### src/design/lssd_pkg.sv
// Shared types and constants for the LSB stego stream decoder.
`timescale 1ns / 1ps

package lssd_pkg;

    // Default build values
    localparam int EXT_BYTES_DEF     = 4;
    localparam int SIZE_BITS_DEF     = 32;
    localparam int MAX_SIGNATURE_DEF = 8;

    // Fixed field widths
    localparam int BYTE_W     = 8;
    localparam int HDR_LEN_W  = 8;
    localparam int SIG_LEN_W  = 4;
    localparam int SIG_CHAR_W = 64;
    localparam int VALUE_W    = 32;
    localparam int KIND_W     = 2;
    localparam int CFG_IDX_W  = 2;
    localparam int SIG_SEL_W  = 3;

    // Reset values of the configuration registers
    localparam logic [HDR_LEN_W-1:0]  HDR_LEN_RST  = 8'd54;
    localparam logic [SIG_LEN_W-1:0]  SIG_LEN_RST  = 4'd2;
    localparam logic [SIG_CHAR_W-1:0] SIG_CHAR_RST = '0;

    typedef enum logic [CFG_IDX_W-1:0] {
        REG_HEADER_LENGTH    = 2'd0,
        REG_SIGNATURE_LENGTH = 2'd1,
        REG_SIGNATURE_CHARS  = 2'd2
    } cfg_reg_t;

    typedef enum logic [KIND_W-1:0] {
        KIND_EXT  = 2'd0,
        KIND_DATA = 2'd1,
        KIND_SIZE = 2'd2,
        KIND_ERR  = 2'd3
    } kind_t;

    typedef enum logic [2:0] {
        PH_HEADER = 3'd0,
        PH_MAGIC  = 3'd1,
        PH_EXT    = 3'd2,
        PH_SIZE   = 3'd3,
        PH_DATA   = 3'd4,
        PH_IDLE   = 3'd5
    } phase_t;

    typedef struct packed {
        logic [HDR_LEN_W-1:0]  header_length;
        logic [SIG_LEN_W-1:0]  signature_length;
        logic [SIG_CHAR_W-1:0] signature_chars;
    } cfg_t;

    typedef struct packed {
        logic                valid;
        kind_t               kind;
        logic [VALUE_W-1:0]  value;
        logic                last;
    } res_t;

endpackage

### src/design/lsb_stego_stream_decoder.sv
// Top level of the LSB stego stream decoder: channel registers and config.
//
//  channel | dir | payload                                   | handshake
//  s_      | in  | tdata=image_byte, tuser=frame_start       | s_tvalid/s_tready
//  m_      | out | tdata=value, tuser=kind, tlast=last       | m_tvalid/m_tready
//  cfg_    | in  | cfg_index, cfg_data                       | cfg_valid/cfg_ready
//
// One image byte per cycle while the output is not stalled: each transaction is registered,
// then parsed, and its result (if any) is in the output register at the end of the parse cycle.
// aresetn is synchronous; it restores the register defaults and the header-skip phase.
// A stalled output holds the parser; the input register still takes one transaction.
`timescale 1ns / 1ps

module lsb_stego_stream_decoder #(
    parameter int EXT_BYTES     = lssd_pkg::EXT_BYTES_DEF,
    parameter int SIZE_BITS     = lssd_pkg::SIZE_BITS_DEF,
    parameter int MAX_SIGNATURE = lssd_pkg::MAX_SIGNATURE_DEF
) (
    input  logic                              aclk,
    input  logic                              aresetn,
    input  logic                              s_tvalid,
    output logic                              s_tready,
    input  logic [lssd_pkg::BYTE_W-1:0]       s_tdata,   // [7:0] image_byte
    input  logic                              s_tuser,   // [0] frame_start
    output logic                              m_tvalid,
    input  logic                              m_tready,
    output logic [lssd_pkg::VALUE_W-1:0]      m_tdata,   // [31:0] value
    output logic [lssd_pkg::KIND_W-1:0]       m_tuser,   // [1:0] kind
    output logic                              m_tlast,
    input  logic                              cfg_valid,
    output logic                              cfg_ready,
    input  logic [lssd_pkg::CFG_IDX_W-1:0]    cfg_index,
    input  logic [lssd_pkg::SIG_CHAR_W-1:0]   cfg_data
);
    import lssd_pkg::*;

    cfg_t                cfg_reg, cfg_next;
    logic                in_valid_reg, in_valid_next;
    logic [BYTE_W-1:0]   in_byte_reg;
    logic                in_start_reg;
    logic                out_valid_reg, out_valid_next;
    kind_t               out_kind_reg;
    logic [VALUE_W-1:0]  out_value_reg;
    logic                out_last_reg;

    logic                out_free;
    logic                step;
    logic                s_accept;
    res_t                res;

    assign cfg_ready = 1'b1;
    assign out_free  = !out_valid_reg || m_tready;
    assign step      = in_valid_reg && out_free;
    assign s_tready  = !in_valid_reg || out_free;
    assign s_accept  = s_tvalid && s_tready;

    always_comb begin
        cfg_next = cfg_reg;
        if (cfg_valid) begin
            case (cfg_reg_t'(cfg_index))
                REG_HEADER_LENGTH:    cfg_next.header_length    = cfg_data[HDR_LEN_W-1:0];
                REG_SIGNATURE_LENGTH: cfg_next.signature_length = cfg_data[SIG_LEN_W-1:0];
                REG_SIGNATURE_CHARS:  cfg_next.signature_chars  = cfg_data;
                default:              cfg_next = cfg_reg;
            endcase
        end
    end

    always_comb begin
        in_valid_next = in_valid_reg;
        if (s_accept) begin
            in_valid_next = 1'b1;
        end else if (step) begin
            in_valid_next = 1'b0;
        end
    end

    always_comb begin
        out_valid_next = out_valid_reg;
        if (step) begin
            out_valid_next = res.valid;
        end else if (m_tready) begin
            out_valid_next = 1'b0;
        end
    end

    lssd_parse #(
        .EXT_BYTES     (EXT_BYTES),
        .SIZE_BITS     (SIZE_BITS),
        .MAX_SIGNATURE (MAX_SIGNATURE)
    ) u_parse (
        .aclk        (aclk),
        .aresetn     (aresetn),
        .step        (step),
        .image_byte  (in_byte_reg),
        .frame_start (in_start_reg),
        .cfg         (cfg_reg),
        .res         (res)
    );

    always_ff @(posedge aclk) begin
        if (!aresetn) begin
            cfg_reg.header_length    <= HDR_LEN_RST;
            cfg_reg.signature_length <= SIG_LEN_RST;
            cfg_reg.signature_chars  <= SIG_CHAR_RST;
            in_valid_reg             <= 1'b0;
            out_valid_reg            <= 1'b0;
        end else begin
            cfg_reg       <= cfg_next;
            in_valid_reg  <= in_valid_next;
            out_valid_reg <= out_valid_next;
        end
    end

    always_ff @(posedge aclk) begin
        if (s_accept) begin
            in_byte_reg  <= s_tdata;
            in_start_reg <= s_tuser;
        end
        if (step && res.valid) begin
            out_kind_reg  <= res.kind;
            out_value_reg <= res.value;
            out_last_reg  <= res.last;
        end
    end

    assign m_tvalid = out_valid_reg;
    assign m_tdata  = out_value_reg;
    assign m_tuser  = out_kind_reg;
    assign m_tlast  = out_last_reg;

    // An error result always closes the stream
    a_err_last: assert property (@(posedge aclk) disable iff (!aresetn)
        (m_tvalid && (m_tuser == KIND_ERR)) |-> m_tlast)
        else $error("error result without last");

    // Extension bytes never end the stream
    a_ext_not_last: assert property (@(posedge aclk) disable iff (!aresetn)
        (m_tvalid && (m_tuser == KIND_EXT)) |-> !m_tlast)
        else $error("extension byte marked last");

    // A size result is last exactly when the size is zero
    a_size_last: assert property (@(posedge aclk) disable iff (!aresetn)
        (m_tvalid && (m_tuser == KIND_SIZE)) |-> (m_tlast == (m_tdata == '0)))
        else $error("size result last flag wrong");

    // With both registers full and the output stalled, no transaction is taken
    a_full_stall: assert property (@(posedge aclk) disable iff (!aresetn)
        (in_valid_reg && m_tvalid && !m_tready) |-> !s_tready)
        else $error("input taken while pipeline full");

endmodule

### src/design/lssd_parse.sv
// Hidden-stream parser: header skip, LSB gathering and field sequencing.
`timescale 1ns / 1ps

module lssd_parse #(
    parameter int EXT_BYTES     = lssd_pkg::EXT_BYTES_DEF,
    parameter int SIZE_BITS     = lssd_pkg::SIZE_BITS_DEF,
    parameter int MAX_SIGNATURE = lssd_pkg::MAX_SIGNATURE_DEF
) (
    input  logic                          aclk,
    input  logic                          aresetn,
    input  logic                          step,
    input  logic [lssd_pkg::BYTE_W-1:0]   image_byte,
    input  logic                          frame_start,
    input  lssd_pkg::cfg_t                cfg,
    output lssd_pkg::res_t                res
);
    import lssd_pkg::*;

    localparam int FMAX_A  = (EXT_BYTES > SIZE_BITS) ? EXT_BYTES : SIZE_BITS;
    localparam int FMAX    = (FMAX_A > MAX_SIGNATURE) ? FMAX_A : MAX_SIGNATURE;
    localparam int FIELD_W = $clog2(FMAX + 1);

    phase_t                 phase_reg, phase_next;
    logic [HDR_LEN_W-1:0]   hcnt_reg, hcnt_next;
    logic [2:0]             bit_reg, bit_next;
    logic [BYTE_W-1:0]      acc_reg, acc_next;
    logic [FIELD_W-1:0]     fidx_reg, fidx_next;
    logic [SIZE_BITS-1:0]   size_reg, size_next;
    logic [SIZE_BITS-1:0]   rem_reg, rem_next;

    // State as seen by this byte, after an optional restart
    phase_t                 eff_phase;
    logic [HDR_LEN_W-1:0]   eff_hcnt;
    logic [2:0]             eff_bit;
    logic [BYTE_W-1:0]      eff_acc;
    logic [FIELD_W-1:0]     eff_fidx;
    logic [SIZE_BITS-1:0]   eff_size;
    logic [SIZE_BITS-1:0]   eff_rem;

    logic [SIG_LEN_W-1:0]   slen;
    logic                   hdr_skip;
    phase_t                 work_phase;
    logic [FIELD_W-1:0]     work_fidx;
    logic                   active;
    logic                   group_done;
    logic [BYTE_W-1:0]      full;
    logic                   sig_pending;
    logic [SIG_SEL_W-1:0]   sig_sel;
    logic [BYTE_W-1:0]      sig_want;
    logic                   mismatch;
    logic [FIELD_W-1:0]     fidx_inc;
    logic [FIELD_W-1:0]     magic_fidx;
    logic                   magic_done;
    logic                   ext_done;
    logic                   size_done;
    logic [SIZE_BITS-1:0]   size_shift;
    logic [SIZE_BITS-1:0]   rem_dec;
    logic                   rem_zero;

    assign eff_phase = frame_start ? PH_HEADER : phase_reg;
    assign eff_hcnt  = frame_start ? '0 : hcnt_reg;
    assign eff_bit   = frame_start ? '0 : bit_reg;
    assign eff_acc   = frame_start ? '0 : acc_reg;
    assign eff_fidx  = frame_start ? '0 : fidx_reg;
    assign eff_size  = frame_start ? '0 : size_reg;
    assign eff_rem   = frame_start ? '0 : rem_reg;

    assign slen = (cfg.signature_length > SIG_LEN_W'(MAX_SIGNATURE))
                  ? SIG_LEN_W'(MAX_SIGNATURE) : cfg.signature_length;

    assign hdr_skip   = (eff_phase == PH_HEADER) && (eff_hcnt < cfg.header_length);
    assign work_phase = (eff_phase == PH_HEADER)
                        ? ((slen != '0) ? PH_MAGIC : PH_EXT) : eff_phase;
    assign work_fidx  = (eff_phase == PH_HEADER) ? '0 : eff_fidx;
    assign active     = !hdr_skip && (work_phase != PH_IDLE);

    assign full       = {eff_acc[BYTE_W-2:0], image_byte[0]};
    assign group_done = (eff_bit == 3'd7);

    // Signature: first character sits in the highest used byte
    assign sig_pending = work_fidx < FIELD_W'(slen);
    assign sig_sel     = SIG_SEL_W'(FIELD_W'(slen) - 1'b1 - work_fidx);
    assign sig_want    = cfg.signature_chars[sig_sel*BYTE_W +: BYTE_W];
    assign mismatch    = sig_pending && (full != sig_want);
    assign fidx_inc    = work_fidx + 1'b1;
    assign magic_fidx  = sig_pending ? fidx_inc : work_fidx;
    assign magic_done  = magic_fidx >= FIELD_W'(slen);

    assign ext_done   = fidx_inc >= FIELD_W'(EXT_BYTES);
    assign size_done  = fidx_inc >= FIELD_W'(SIZE_BITS);
    assign size_shift = {eff_size[SIZE_BITS-2:0], full[0]};
    assign rem_dec    = eff_rem - 1'b1;
    assign rem_zero   = (rem_dec == '0);

    // Next state
    always_comb begin
        phase_next = hdr_skip ? PH_HEADER : work_phase;
        hcnt_next  = hdr_skip ? eff_hcnt + 1'b1 : eff_hcnt;
        bit_next   = eff_bit;
        acc_next   = eff_acc;
        fidx_next  = hdr_skip ? eff_fidx : work_fidx;
        size_next  = eff_size;
        rem_next   = eff_rem;
        if (active) begin
            if (!group_done) begin
                bit_next = eff_bit + 1'b1;
                acc_next = full;
            end else begin
                bit_next = '0;
                acc_next = '0;
                case (work_phase)
                    PH_MAGIC: begin
                        if (mismatch) begin
                            phase_next = PH_IDLE;
                        end else if (magic_done) begin
                            fidx_next  = '0;
                            phase_next = PH_EXT;
                        end else begin
                            fidx_next = magic_fidx;
                        end
                    end
                    PH_EXT: begin
                        if (ext_done) begin
                            fidx_next  = '0;
                            phase_next = PH_SIZE;
                        end else begin
                            fidx_next = fidx_inc;
                        end
                    end
                    PH_SIZE: begin
                        size_next = size_shift;
                        if (size_done) begin
                            fidx_next  = '0;
                            rem_next   = size_shift;
                            phase_next = (size_shift == '0) ? PH_IDLE : PH_DATA;
                        end else begin
                            fidx_next = fidx_inc;
                        end
                    end
                    PH_DATA: begin
                        rem_next = rem_dec;
                        if (rem_zero) begin
                            phase_next = PH_IDLE;
                        end
                    end
                    default: begin
                        phase_next = work_phase;
                    end
                endcase
            end
        end
    end

    // Result for this byte
    always_comb begin
        res       = '0;
        res.kind  = KIND_EXT;
        res.value = VALUE_W'(full);
        if (active && group_done) begin
            case (work_phase)
                PH_MAGIC: begin
                    res.valid = mismatch;
                    res.kind  = KIND_ERR;
                    res.last  = 1'b1;
                end
                PH_EXT: begin
                    res.valid = 1'b1;
                    res.kind  = KIND_EXT;
                end
                PH_SIZE: begin
                    res.valid = size_done;
                    res.kind  = KIND_SIZE;
                    res.value = VALUE_W'(size_shift);
                    res.last  = (size_shift == '0);
                end
                PH_DATA: begin
                    res.valid = 1'b1;
                    res.kind  = KIND_DATA;
                    res.last  = rem_zero;
                end
                default: begin
                    res.valid = 1'b0;
                end
            endcase
        end
    end

    always_ff @(posedge aclk) begin
        if (!aresetn) begin
            phase_reg <= PH_HEADER;
            hcnt_reg  <= '0;
            bit_reg   <= '0;
            acc_reg   <= '0;
            fidx_reg  <= '0;
            size_reg  <= '0;
            rem_reg   <= '0;
        end else if (step) begin
            phase_reg <= phase_next;
            hcnt_reg  <= hcnt_next;
            bit_reg   <= bit_next;
            acc_reg   <= acc_next;
            fidx_reg  <= fidx_next;
            size_reg  <= size_next;
            rem_reg   <= rem_next;
        end
    end

endmodule

### config.mk
export PLATFORM = sky130hd
export DESIGN_NAME = lsb_stego_stream_decoder
export DESIGN_NICKNAME = d
export VERILOG_FILES = /design/src/design/lssd_pkg.sv /design/src/design/lsb_stego_stream_decoder.sv /design/src/design/lssd_parse.sv
export SDC_FILE = /design/constraint.sdc
export NUM_CORES = 1
export LEC_CHECK = 0
export BUFFER_PORTS_ARGS = -buffer_cell sky130_fd_sc_hd__buf_4
export CAP_MARGIN = 40
export CORE_UTILIZATION = 35
export DETAILED_ROUTE_END_ITERATION = 16
export HOLD_SLACK_MARGIN = 0.02
export PLACE_DENSITY = 0.55
export SLEW_MARGIN = 5
export SYNTH_ARGS = -nofsm -noshare
export SYNTH_HDL_FRONTEND = slang
export SYNTH_SLANG_ARGS = --single-unit
### constraint.sdc
create_clock -name aclk -period 8.9 [get_ports aclk]
set_input_delay 0.89 -clock aclk [delete_from_list [all_inputs] [get_ports aclk]]
set_output_delay 0.89 -clock aclk [all_outputs]
set_load 0.005 [all_outputs]
Word-level counts from Yosys, hierarchy flattened --
Cells that the tools add are included. W data, S select, Z words.
Word-level totals: bits in writable memories 0, memories kept 0, register bits 206, logic and storage cells 115, latch bits 0, bits of input ports 80, output and inout bits 38, memory bits (read-only) 0
Cells by class: mux-type cells 51, equal/unequal tests 9, shift-type cells 1, bitwise logic cells 0, $add $sub $neg 6, reductions and logical operators 24, magnitude comparators 6, $mul 0, divide/modulo/power cells 0
Operators with widths (number):
- $mux W32 | 9
- $logic_not A32 Y1 | 2
- $pmux W32 S2 | 1
- $shiftx A64 B7 Y8 | 1
- $mux W6 | 10
- $mux W3 | 13
- $mux W36 | 1
- $sub A32 B1 Y32 const B | 1
- $mux W7 | 3
- $pmux W6 S3 | 1
- $mux W8 | 2
- $pmux W3 S4 | 1
- $add A8 B1 Y8 const B | 1
- $lt A8 B8 Y1 | 1
- $ne A8 B8 Y1 | 1
- $reduce_and A2 Y1 | 4
- $logic_and A1 B1 Y1 | 7
- $add A6 B1 Y6 const B | 1
- $eq A3 B2 Y1 const B | 2
- $eq A3 B3 Y1 const B | 2
- $ge A6 B3 Y1 const B | 1
- $ge A6 B4 Y1 | 1
- $ge A6 B6 Y1 const B | 1
- $lt A6 B4 Y1 | 1
- other kinds (20) | 29

Logic depth before layout (Yosys ltp) --
Gate-level depths: netlist (run 1).
depth in word-level cells 11, depth in mapped cells 23, depth with buffers taken out 21

By module --
Synthesis (run 1) repeated with hierarchy kept, for this count alone.
Unflattened totals: cell total of the unflattened synthesis 1337, area total of the unflattened synthesis 11703.7 um^2
By module, submodules not included:
- lssd_parse | cells each 957, instances 1, area an instance 7257.0 um^2, sequential area each 1801.7 um^2
- lsb_stego_stream_decoder | cells each 380, instances 1, area an instance 4446.8 um^2, sequential area each 2882.8 um^2

Worst setup path before layout (run 1) --
OpenSTA, ideal clock, no wires.
path type register -> register, from reg in_start_reg, to reg out_value_reg[0] (netlist: m_tdata[0]) (enable), data required time 8461 ps, library setup time 439 ps, stages on the path, launching flop included 17, setup slack 2845 ps, path buffers 7, arrival time 5616 ps, cells stage by stage edfxtp_1 > clkbuf_1 > clkbuf_1 > buf_2 > clkbuf_1 > clkbuf_1 > buf_2 > buf_1 > nor2b_1 > ha_1 > nand2_1 > a2111oi_2 > nor3_1 > a41oi_1 > nand2_1 > nor2_1 > a21boi_1
On the way: cells in the longest elaborated chain, start to end 10, elaborated cells on any way between the ends 30
RTL lines:
- start, declared | RTL line lsb_stego_stream_decoder.sv:40 | logic in_start_reg;
- start signal, assigned | RTL line lsb_stego_stream_decoder.sv:118 | in_start_reg <= s_tuser;
- $mux W3 | RTL line lssd_parse.sv:60 | assign eff_phase = frame_start ? PH_HEADER : phase_reg;
- $logic_not A3 Y1 | RTL line lssd_parse.sv:71, lssd_parse.sv:72, lssd_parse.sv:74
- $mux W6 | RTL line lssd_parse.sv:74 | assign work_fidx = (eff_phase == PH_HEADER) ? '0 : eff_fidx;
- $sub A3 B3 Y3 | RTL line lssd_parse.sv:82 | assign sig_sel = SIG_SEL_W'(FIELD_W'(slen) - 1'b1 - work_fidx);
- $shiftx A64 B7 Y8 | RTL line lssd_parse.sv:83 | assign sig_want = cfg.signature_chars[sig_sel*BYTE_W +: BYTE_W];
- $ne A8 B8 Y1 | RTL line lssd_parse.sv:84 | assign mismatch = sig_pending && (full != sig_want);
- $logic_and A1 B1 Y1 | RTL line lssd_parse.sv:84
- $pmux W1 S3 | RTL line lssd_parse.sv:160 | case (work_phase)
- $mux W36 (*) | RTL line lssd_parse.sv:159 | if (active && group_done) begin
- $logic_and A1 B1 Y1 (*) | RTL line lsb_stego_stream_decoder.sv:120 | if (step && res.valid) begin
- end signal, assigned | RTL line lsb_stego_stream_decoder.sv:122 | out_value_reg <= res.value;
- end, declared | RTL line lsb_stego_stream_decoder.sv:43 | logic [VALUE_W-1:0] out_value_reg;
Every way passes the cells marked *; elsewhere a longest branch is shown, timed or not. A chain may end at the register's enable or synchronous reset.

Final worst setup path (run 1) --
from reg in_start_reg, to reg out_value_reg[15] (netlist: m_tdata[15]) (enable)
The elaborated chain is that of the path after synthesis.

==> impl_results.md, run 1 <==
- M2 GR Usage: 0.336
- Highest fanout seen on the critical path: 54
- TritonCTS Buffers: 25
- Setup skew after layout: 0.0168 ns
- Mapped Area: approximately 11000 sq um
- Top Usage Layer GRT: met2
- Critical path startpoint category: flip-flop
- Worst Tran Pin Value: 0.891 ns
- Pwr dens: 171 nW/um^2
- Number of synthesized flops with an enable pin: 37
- Max_cap viols: 0
- WP data required: about 9 ns
- Vias in the first global route: 9198
- Total nets after synthesis: 1422
- Worst setup margin: approximately 3.4 ns
- Vias: 9831
- #FFs+latches synth: about 200
- First-pass GRT wire length: between 50000 and 60000 microns
- Register area: 4470 sq um
- Initial drt markers: between 700 and 800
- Drt via density: 5.47
- Met1 Track Usage GR: 0.262
- CORE AREA: 30600 sq um
- Final min period: ~5.5 ns
- Status: finished clean
- Synthesis-to-layout area growth: 18.9%
- Post-route DRC: 0
- Cells after Synth: around 1300
- Crit path DAT: around 5.7 ns
- Worst-case clock buffer depth: 3
- CP Class: reg2reg
- Largest net degree at the start of global routing: 65
- Synth top area cells: dfxtp_1 31%, edfxtp_1 10%, nand2_1 7.6%
- Die height: 178 microns
- RD Place Congestion: 0.877
- Synth warnings: 0
- Post-CTS setup buffers: 0
- Reg clk slew, reported paths: 0.06 ns
- Ports: about 120
- Crit. End Element: flip-flop
- Drt pass-1 iters: 5
- Num rows: 64
- # diodes: 0
- Worst slack at placement: 3.40 ns
- Min-delay worst type: reg2reg
- Clk sinks: 205
- Footprint of the multi-input gates: a little under 6000 sq um
- Area share of the largest cell type after synthesis: 0.309
- Maximum clock frequency: ~180 MHz
- Final hold vios: 0
- Die ar.: around 32000 sq um
- FFs w/ async S/R, synth: 0
- Fin. max-slew vios: 0
- Worst skew pair latency: ~0.52 ns
- Layout cells sized above 1: 0.156
- WL/cell: roughly 18 microns
- Die Width: ~180 microns
- Total number of H-tree levels: 1
- Syn_area_per_cell: between 8 and 9 sq um
- Initial antenna violation count: 0
- RSZ-0062 raised after global routing: no
- Fillers: around 3100
- Tcrit/Tclk final: 0.617
- Worst slew margin: 0.404
- Seq/Total Area, Yosys: 0.412
- Count of final setup violators: 0
- Root Buffer: clkbuf_16
- DPL Wire Length: ~22000 microns
- Synth cell types: 76
- Nets: ~1500
- Post-route ant nets: 0
- Ys flop type: dfxtp_1
- Peak supply drop: approximately 0.12 mV
- GRT overflow: 0
- Hold_ws: 0.452 ns
- Initial Utilization: 0.355
- All-Layer GR Usage: 0.200
- Number of flip-flops under the largest register name: 76
- Layout Utilization: 0.422
- Leakage Power: 4.80 nW
- TNS Setup: 0 ns
- Final wirelength: 31500 microns
- Synth area leader: dfxtp_1
- CTS tree: done
- PostCTS Resize Cnt: 0
- I/O Buffers: about 110
- Power Total: 2.20 mW
- M3 GR Usage: 0.0271
- Hold-fix buffers, CTS: 0
[worst max-delay path: stages (launching register included)]
cell      delay [ns]
edfxtp_1        0.36
buf_4           0.31
nor2_1          0.67
nand2_1         0.21
ha_1            0.23
inv_1           0.06
fa_1            0.52
buf_8           0.22
mux4_2          0.34
and3_1          0.21
a41oi_1         0.17
a32oi_1         0.12
nand4_1         0.17
and2_1          0.37
a21oi_1         0.23
a21boi_4        0.46
buf_4           0.44
[per-layer routing]
metal | share of wire | up-vias
met3 | 0.058 | 53
met4 | 0.030 | 0
met5 | 0 | -
met2 | 0.47 | 298
met1 | 0.44 | 4634
li1 | - | 4846
[path summary, 6_finish.rpt]
| kind | start | end | slack, ns | cells past startpoint |
|---|---|---|---|---|
| worst max-delay path | in_start_reg | m_tdata[15] | 3.41 | 16 |
| worst min-delay path | cfg_reg[18] | cfg_reg[18] | 0.45 | 2 |
| worst max register to register | in_start_reg | m_tdata[15] | 3.41 | 16 |
| worst min register to register | cfg_reg[18] | cfg_reg[18] | 0.45 | 2 |
[power by group]
group	internal [mW]	switching (mW)
sequential	0.955	0.00972
clock	0.664	0.407
combinational	0.0673	0.102
total	1.69	0.518
[kinds of logic (layout without fill, tap and decap cells)]
| group | Yosys count | after routing | share of synthesized area |
|---|---|---|---|
| compound gates | 346 | 346 | 0.200 |
| xor+xnor | 32 | 32 | 0.0258 |
| fa+ha+maj | 21 | 21 | 0.0249 |
| buf+inv | 116 | 197 | 0.0442 |
| flops | 205 | 205 | 0.412 |
| mux | 28 | 28 | 0.0492 |
| other cells | 1 | 1 | 0.000345 |
| simple gates | 572 | 572 | 0.244 |
[final cells by class]
type	instances	area share
clock buffers	30	0.0530
clock inverters	15	0.0146
repair buffers	131	0.0800
inverters	21	0.00630
multi-input cells	1000	0.461
flip-flops and latches	205	0.346
well taps	396	0.0384
[layout by cell type (no fill, tap or decap), types with 10 or more instances in the layout]
cell type	synthesis	routed
nand2_1	220	220
dfxtp_1	168	168
nor2_1	149	147
a21oi_1	144	144
buf_4	1	126
a22oi_1	54	54
o21ai_0	48	47
edfxtp_1	37	37
nor3_1	37	36
nor2b_1	31	31
and2_1	27	27
clkbuf_16	0	25
nand3_1	24	24
xnor2_1	23	22
inv_1	21	20
ha_1	20	20
mux4_2	19	19
nor4_1	16	16
and3_1	14	14
nand2b_1	12	12
nand4_1	10	10
[metrics by stage]
stage | instance area [sq um] | cells
3_3_place_gp | 12000 | 1748
5_1_grt | 12900 | 1798
4_1_cts | 12900 | 1798
3_5_place_dp | 12000 | 1753
2_1_floorplan | 10900 | 1321
6_report | 12900 | 1798
[synth_stat cells (all sizes together) (4+ instances only)]
master and count:
nand2 220, dfxtp 168, nor2 149, a21oi 144
clkbuf 75, a22oi 54, o21ai 54, nor3 40
edfxtp 37, nor2b 31, and2 27, nand3 24
xnor2 23, inv 21, buf 20, ha 20
mux4 20, nor4 19, and3 15, nand2b 12
nand4 11, o211ai 9, xor2 9, a31oi 8
a32oi 8, mux2i 8, or3 8, a211oi 7
o21a 7, o22ai 7, nor3b 5, a2111oi 4
a2bb2oi 4, a41oi 4, or2 4
(Power assumes the default switching activity.)
==> run 2: changes to the inputs <==
Settings changed: PLACE_DENSITY 0.55 to 0.57.
Clock period 8.9 ns to 4.65 ns, I/O delays scaled along.
==> run 2 against run 1 <==
Hold slack got worse by 0.31 ns. Cell count increased by 0.83%. Maximum frequency is 26% higher. Sequential cell count is the same. Clock-buffer cell count increased by 2. Routed wire length shrank 0.49%. Total power grew 77%. Largest power group is now registers.
==> impl_results.md, run 2 (same netlist as run 1, synthesis figures left out) <==
- Post-CTS setup buffers: 0 (unchanged)
- Setup skew after layout: 0.0162 ns (was 0.0168 ns)
- Crit. End Element: flip-flop (unchanged)
- Peak supply drop: 0.206 mV (was 0.116 mV)
- Commonest non-fill, non-tap cell in the layout: nand2_1 (unchanged)
- Final cell count without fillers: 1813 (was 1798)
- Cells after DPL: 1772 (was 1753)
- Number of flip-flops under the largest register name: 76 (unchanged)
- Final wirelength: 31300 microns (was 31500 microns)
- Critical path launch point: u_parse.phase_reg[0] (was in_start_reg)
- Reg clk slew, reported paths: 0.06 ns (about the same)
- All-Layer GR Usage: 0.197 (was 0.200)
- WL/cell: 17.3 microns (was 17.5 microns)
- Hold Path Origin: s_tuser (was cfg_reg[18])
- Worst skew pair latency: 0.52 ns (about the same)
- Min-delay worst type: in2reg (was reg2reg)
- Max_cap viols: 0 (unchanged)
- Final instance area: 12900 sq um (about the same)
- RD Place Congestion: 0.874 (was 0.877)
- Pwr dens: 302 nW/um^2 (was 171 nW/um^2)
- Fin. max-slew vios: 0 (unchanged)
- Post-route DRC: 0 (unchanged)
- Largest net degree at the start of global routing: 74 (was 65)
- Vias in the first global route: 9366 (was 9198)
- # diodes: 0 (unchanged)
- Final min period: 4.37 ns (was 5.49 ns)
- Count of final setup violators: 0 (unchanged)
- CORE AREA: 30600 sq um (unchanged)
- Tcrit/Tclk final: 0.940 (was 0.617)
- I/O Buffers: 109 (unchanged)
- Post-route ant nets: 0 (unchanged)
- Initial antenna violation count: 0 (unchanged)
- Clk sinks: 205 (unchanged)
- Num rows: 64 (unchanged)
- Total number of H-tree levels: 1 (unchanged)
- Worst slew margin: 0.438 (was 0.404)
- Ports: 118 (unchanged)
- Leakage Power: 4.79 nW (was 4.80 nW)
- Worst Tran Pin Value: 0.836 ns (was 0.891 ns)
- Initial Utilization: 0.355 (unchanged)
- PostCTS Resize Cnt: 0 (unchanged)
- Critical path startpoint category: flip-flop (unchanged)
- WP data required: 5.11 ns (was 9.08 ns)
- Maximum clock frequency: 229 MHz (was 182 MHz)
- Reg2reg start: u_parse.phase_reg[0] (was in_start_reg)
- Root Buffer: clkbuf_16 (unchanged)
- Most frequent cells in the layout: 220 x nand2_1, 168 x dfxtp_1, 148 x buf_4 (was 220 x nand2_1, 168 x dfxtp_1, 147 x nor2_1)
- Dpl cell area: 12200 sq um (was 12000 sq um)
- Reg2Reg Setup Slack: 0.28 ns (was 3.41 ns)
- Drt pass-1 iters: 5 (unchanged)
- TritonCTS Buffers: 23 (was 25)
- First-pass GRT wire length: 50000 microns (was 50500 microns)
- CTS tree: done (unchanged)
- GRT overflow: 0 (unchanged)
- Die height: 178 microns (unchanged)
- Die Width: 178 microns (unchanged)
- Vias: 9934 (was 9831)
- Synthesis-to-layout area growth: 18.5% (was 18.9%)
- CP Class: reg2reg (unchanged)
- Power Total: 3.89 mW (was 2.20 mW)
- DPL Wire Length: 22000 microns (was 21800 microns)
- Status: finished clean (unchanged)
- Crit path DAT: 4.83 ns (was 5.68 ns)
- Highest fanout seen on the critical path: 5 (was 54)
- Hold-fix buffers, CTS: 0 (unchanged)
- Initial drt markers: 574 (was 708)
- Worst-case clock buffer depth: 3 (unchanged)
- Die ar.: 31800 sq um (unchanged)
- Drt via density: 5.48 (was 5.47)
- Layout cells sized above 1: 0.164 (was 0.156)
- Nets: 1502 (was 1485)
- Final hold vios: 0 (unchanged)
run 2: cell count changes in the layout (fill, tap and decap cells not counted), moves of 2 or more:
cell and change:
buf_12 +2, buf_4 +22, buf_8 -4, bufinv_16 -4
clkbuf_1 +5, clkbuf_8 -2, clkinv_2 -2, clkinv_4 -3
clkinvlp_4 +3, nor3_2 +2
run 2: worst paths after layout:
check                                            to  depth (start not counted)
worst max-delay path            u_parse.fidx_reg[2]                         21
worst min-delay path                   in_start_reg                          1
worst max register to register  u_parse.fidx_reg[2]                         21
worst min register to register          cfg_reg[33]                          2
run 2: metal layers:
layer  up-vias  wire length, microns  GRT usage
met2       290                 14800      0.336
met5         -                     0          0
met3        65                  1600     0.0277
li1       4869                     -          -
met4         0                   886     0.0629
met1      4710                 14000      0.255
run 2: critical path, stage by stage, from the launching register on:
cell and delay, ns:
dfxtp_1 0.32, nor3_2 0.24, nor2_1 0.14, nand2_1 0.14
ha_1 0.16, inv_1 0.05, fa_1 0.37, a21o_1 0.18
a21oi_2 0.22, o21ai_0 0.15, buf_4 0.17, mux2i_1 0.20
inv_1 0.10, ha_1 0.28, a2111oi_1 0.36, nor3_1 0.13
a311oi_2 0.32, and2_1 0.19, a21boi_0 0.18, a31oi_1 0.06
o32ai_1 0.24, o21a_1 0.13
run 2: per-stage QoR:
| stage | util | setup TNS [ns] | hold WS [ns] | setup WS, ns |
|---|---|---|---|---|
| after floorplan | - | 0 | 0.433 | 0.0230 |
| after global placement | 0.398 | 0 | 0.441 | 0.128 |
| after detailed placement | 0.398 | 0 | 0.445 | 0.0480 |
| after CTS | 0.421 | 0 | 0.127 | 0.0213 |
| after global routing | 0.421 | -0.0262 | 0.125 | -0.0262 |
| final | 0.421 | 0 | 0.144 | 0.280 |
run 2: power breakdown:
part	switching [mW]	leakage, nW	internal, mW	total, mW
clock	0.737	0.336	0.975	1.71
combinational	0.196	2.70	0.137	0.333
sequential	0.0175	1.76	1.83	1.84
run 2: final cells by class:
type                    instances  area, sq um
well taps                     396          495
repair buffers                150         1150
flip-flops and latches        205         4470
inverters                      21         81.3
clock buffers                  32          651
fillers                      3163        17700
multi-input cells            1000         5980
clock inverters                 9         50.0
